`config.mk`:
```
export PLATFORM = sky130hd
export DESIGN_NAME = alcc_ctrl
export DESIGN_NICKNAME = d
export VERILOG_FILES = /design/src/hdl/alcc_pkg.sv /design/src/hdl/alcc_ctrl.sv
export SDC_FILE = /design/constraint.sdc
export NUM_CORES = 1
export LEC_CHECK = 0
export ABC_CLOCK_PERIOD_IN_PS = 1600
export BUFFER_PORTS_ARGS = -buffer_cell sky130_fd_sc_hd__buf_2
export CAP_MARGIN = 40
export CORE_AREA = 2 2 39 41
export DETAILED_ROUTE_END_ITERATION = 10
export DIE_AREA = 0 0 41 43
export GPL_TIMING_DRIVEN = 0
export PLACE_DENSITY = 0.58
export SETUP_SLACK_MARGIN = 0.15
export SLEW_MARGIN = 20
export SYNTH_ARGS = -nofsm -noshare
export SYNTH_HDL_FRONTEND = slang
export SYNTH_SLANG_ARGS = --single-unit
```
`constraint.sdc`:
```
create_clock -name clk -period 1.6 [get_ports clk]
set_clock_uncertainty 0.05 [all_clocks]
set_input_delay 0.48 -clock clk [delete_from_list [all_inputs] [get_ports clk]]
set_output_delay 0.48 -clock clk [all_outputs]
set_load 0.01 [all_outputs]
```
`src/hdl/alcc_pkg.sv`:
```
package alcc_pkg;

	localparam int MAX_AGENTS_DEF = 1024;
	localparam int ID_W = 10;
	localparam int POS_W = 32;
	localparam int TIME_W = 32;
	localparam int CNT_W = 11;
	localparam int CFG_IDX_W = 3;

	localparam logic [1:0] ACT_REPORT = 2'd0;
	localparam logic [1:0] ACT_TIME = 2'd1;
	localparam logic [1:0] ACT_CLEAR = 2'd2;
	localparam logic [1:0] ACT_SPARE = 2'd3;

	localparam logic [CFG_IDX_W-1:0] REG_LSX = 3'd0;
	localparam logic [CFG_IDX_W-1:0] REG_LSY = 3'd1;
	localparam logic [CFG_IDX_W-1:0] REG_LEX = 3'd2;
	localparam logic [CFG_IDX_W-1:0] REG_LEY = 3'd3;
	localparam logic [CFG_IDX_W-1:0] REG_BXMIN = 3'd4;
	localparam logic [CFG_IDX_W-1:0] REG_BXMAX = 3'd5;
	localparam logic [CFG_IDX_W-1:0] REG_BYMIN = 3'd6;
	localparam logic [CFG_IDX_W-1:0] REG_BYMAX = 3'd7;

	typedef enum logic [3:0] {
		ST_INIT,
		ST_IDLE,
		ST_READ,
		ST_DIFF,
		ST_MUL,
		ST_CMP,
		ST_WRITE,
		ST_SWEEP_RD,
		ST_SWEEP_WR,
		ST_DONE
	} state_t;

	// controller to datapath
	typedef struct packed {
		logic init;
		logic load;
		logic rd;
		logic diff;
		logic mul;
		logic cmp;
		logic wr;
		logic sweep_start;
		logic sweep_rd;
		logic sweep_wr;
		logic emit;
	} cmd_t;

	// datapath to controller
	typedef struct packed {
		logic need_test;
		logic sweep_last;
		logic rewind;
		logic wipe;
		logic is_report;
	} stat_t;

endpackage

```
`src/hdl/alcc_ctrl.sv`:
```
module alcc_ctrl (
	input  logic             clk,
	input  logic             arst_n,
	input  logic             start,
	input  alcc_pkg::stat_t  stat,
	output alcc_pkg::cmd_t   cmd,
	output logic             busy
);

	alcc_pkg::state_t state_q, state_d;

	// advance the state register
	always_ff @(posedge clk or negedge arst_n) begin
		if (!arst_n) state_q <= alcc_pkg::ST_INIT;
		else state_q <= state_d;
	end

	// next state
	always_comb begin
		state_d = state_q;
		case (state_q)
			alcc_pkg::ST_INIT: state_d = stat.sweep_last ? alcc_pkg::ST_IDLE
				: alcc_pkg::ST_INIT;
			alcc_pkg::ST_IDLE: if (start) state_d = alcc_pkg::ST_READ;
			alcc_pkg::ST_READ: begin
				if (stat.is_report) state_d = alcc_pkg::ST_DIFF;
				else if (stat.rewind || stat.wipe) state_d = alcc_pkg::ST_SWEEP_RD;
				else state_d = alcc_pkg::ST_DONE;
			end
			alcc_pkg::ST_DIFF: state_d = stat.need_test ? alcc_pkg::ST_MUL
				: alcc_pkg::ST_WRITE;
			alcc_pkg::ST_MUL: state_d = alcc_pkg::ST_CMP;
			alcc_pkg::ST_CMP: state_d = alcc_pkg::ST_WRITE;
			alcc_pkg::ST_WRITE: state_d = alcc_pkg::ST_DONE;
			alcc_pkg::ST_SWEEP_RD: state_d = alcc_pkg::ST_SWEEP_WR;
			alcc_pkg::ST_SWEEP_WR: state_d = stat.sweep_last ? alcc_pkg::ST_DONE
				: alcc_pkg::ST_SWEEP_RD;
			alcc_pkg::ST_DONE: state_d = alcc_pkg::ST_IDLE;
			default: state_d = alcc_pkg::ST_IDLE;
		endcase
	end

	// outputs
	always_comb begin
		cmd = '0;
		busy = 1'b1;
		case (state_q)
			alcc_pkg::ST_INIT: cmd.init = 1'b1;
			alcc_pkg::ST_IDLE: begin
				busy = 1'b0;
				cmd.load = start;
			end
			alcc_pkg::ST_READ: begin
				cmd.rd = 1'b1;
				cmd.sweep_start = (stat.rewind | stat.wipe) & ~stat.is_report;
			end
			alcc_pkg::ST_DIFF: cmd.diff = 1'b1;
			alcc_pkg::ST_MUL: cmd.mul = 1'b1;
			alcc_pkg::ST_CMP: cmd.cmp = 1'b1;
			alcc_pkg::ST_WRITE: cmd.wr = 1'b1;
			alcc_pkg::ST_SWEEP_RD: cmd.sweep_rd = 1'b1;
			alcc_pkg::ST_SWEEP_WR: cmd.sweep_wr = 1'b1;
			alcc_pkg::ST_DONE: cmd.emit = 1'b1;
			default: busy = 1'b1;
		endcase
	end

endmodule

```
==> metrics.csv <==
metric,value,unit
vias,535,
vias in the first global route,468,
Switching Share,0.422,
drt first pass iters,4,
GRT Overall Usage,0.178,
PD cells,2090,mW/mm²
failing checks,setup timing,
final hold violations,0,
max-cap violation count,0,
Synth Warn #,0,
Int Pwr,1.04,mW
Worst Tran Pin Value,0.225,ns
Port Buffers,19,
# nets final,101,
Synth Instances,46,
cell accounting for the most synthesized area,dfrtp_1,
most frequent cells in the layout,"buf_6, buf_2, buf_4",
TNS Setup,-2.21,ns
Fill cells,114,
CTS Root Cell,clkbuf_4,
Die X,41,µm
CP max FO,7,
CP Cell Sequence,buf_6 > nor4b_4 > and2_1 > buf_2,
Num Clock Sinks,4,
Startpoint Class,flop,
Top delay family on crit path,simple AND/OR/NAND/NOR gates,
Period minus WS final,1.84,ns
number of I/O pins,20,
Row Count,14,
register area share after synthesis,0.277,
Max IR drop VDD,0.925,mV
distinct cell type count after synthesis,22,
Final WS setup,-0.240,ns
Final Slew Violations,0,
Final setup viols,13,
dpl ws,-0.0352,ns
max incr delay on CP,0.37,ns
area occupied by multi-input gates,342,µm²
antenna fix cells,0,
DP Area,497,µm²
initial antenna violation count,0,
post-synthesis net count,54,
Psw,0.756,mW
largest cells by area after synthesis,"dfrtp_1, nand2b_1, nor2_1, nor3_1, and3_1",
DR vias/cell,5.00,
Finished Cell Area,857,µm²
post-DP HPWL,701,µm
kind of critical path,reg -> out,
WL/cell,15.1,µm
outcome,finished with violations,
Worst-path clk slew,0.04,ns
H-tree levels,1,
"FF+latch count, synth",4,
RSZ-0062 raised after global routing,true,
Final ANT Viol Nets,0,
Max Fclk,0.543,GHz
die extent in y,43,µm
Regs by FF count,state_q: 4 flops,
Starting DRT DRC Count,19,
Num CTS Buffers,3,
Worst Path Arrival,1.31,ns
final period utilization,1.15,
Reg power frac,0.120,
reg2reg end,state_q[3],
R2R Setup Slk,-0.02,ns
Core Region,0.00138,mm²
Worst Hold Class,in -> async,
share of cells above drive strength 1,0.758,
initial core utilization,0.261,
Yosys top cell area share,0.277,
reg2reg start,state_q[3],
largest net degree at the start of global routing,11,
Critical Path RT,1.07,ns
DRC,0,
worst-skew pair later-pin latency,0.24,ns
Placer Congestion,0.757,
Cells after DPL,81,
buffer depth of the longest clock path,2,
mean post-synth cell area,7.86,µm²
CP Capture Type,output port,
WL final,1610,µm
Area Overhead vs Synth,137,%
clock share of power,0.073,
first-pass GRT wire length,2040,µm
register area,103,µm²
Reg2Reg Depth,11,
P_leak,0.417,nW
CTS tree,yes,
worst-path cell with the longest stage delay,dfrtp_1,
GR Overflow Total,0,
Post-Syn Area,362,µm²
Post-Layout Cell Count,107,
Top reg by flops,state_q,
DIE AREA,0.00176,mm²
Logic pwr share,0.807,
CP Buf/Inv Count,2,
worst relative slew slack,0.849,
max reg flops,4,
## Yosys cell counts
cell and instances:
o221ai_1 1, nor4_1 1, o21ba_2 1, buf_2 3, dfrtp_1 4, and2_1 1, a21o_1 1, nand3b_1 1
and3_1 3, buf_6 1, nor3_1 4, o21ai_1 2, nor2_1 6, nand2_1 3, nor2b_1 3, nor4b_2 1
or4_4 1, a32oi_1 1, o21ai_0 1, nand2b_1 5, a31oi_1 1, o32a_1 1
## power by group through the flow
stage	sequential [mW]	clock (mW)	combinational [mW]
after CTS	0.207	0.134	1.05
after global placement	0.212	0	0.645
after global routing	0.221	0.149	1.52
after floorplan	0.197	0	0.483
final	0.216	0.130	1.45
after detailed placement	0.210	0	0.652
## per-stage QoR
stage	utilization	hold WS, ns	total power [mW]
final	0.619	0.515	1.79
after global routing	0.619	0.519	1.89
after CTS	0.521	0.517	1.39
after detailed placement	0.359	0.238	0.862
after global placement	0.359	0.237	0.858
after floorplan	-	0.134	0.680
## per-layer routing
metal / global-route usage / wire (µm) / vias to the layer above / share of wire
met5: 0 / 0 / - / 0
met4: 0.0600 / 12 / 0 / 0.0074
met3: 0.0942 / 87 / 4 / 0.054
met2: 0.278 / 834 / 30 / 0.52
met1: 0.198 / 679 / 244 / 0.42
li1: - / - / 257 / -
## layout make-up
class / instances / share of cell area
clock buffer: 3 / 0.0263
multi-input combinational: 38 / 0.399
buffer: 4 / 0.0526
sequential: 4 / 0.120
timing repair buffer: 42 / 0.380
tap: 16 / 0.0234
## how the worst max path moves through the flow
stage                from      end  slack (ns)  depth (start not counted)
2_1_floorplan  state_q[2]   cmd[3]        0.02                          3
3_3_place_gp   state_q[0]  cmd[10]       -0.03                          3
3_5_place_dp   state_q[0]  cmd[10]       -0.04                          3
4_1_cts        state_q[3]   cmd[3]       -0.26                          4
5_1_grt        state_q[2]   cmd[3]       -0.36                          4
6_report       state_q[2]   cmd[3]       -0.24                          4
## kinds of logic after synthesis
family | Yosys count | share of synthesized area
and+or+nand+nor | 29 | 0.467
buffers and inverters | 4 | 0.0726
AOI/OAI and AO/OA | 9 | 0.183
DFF | 4 | 0.277
## repair_timing
item	4_1_cts	5_1_grt
endpoints found under the setup margin	12	15
buffers inserted	16	5
gates cloned	1	0
pin swaps	5	6
gates resized for setup	19	20
hold endpoints to repair	4	0
hold buffers	1	0
Power figures use the tool's default switching activity.
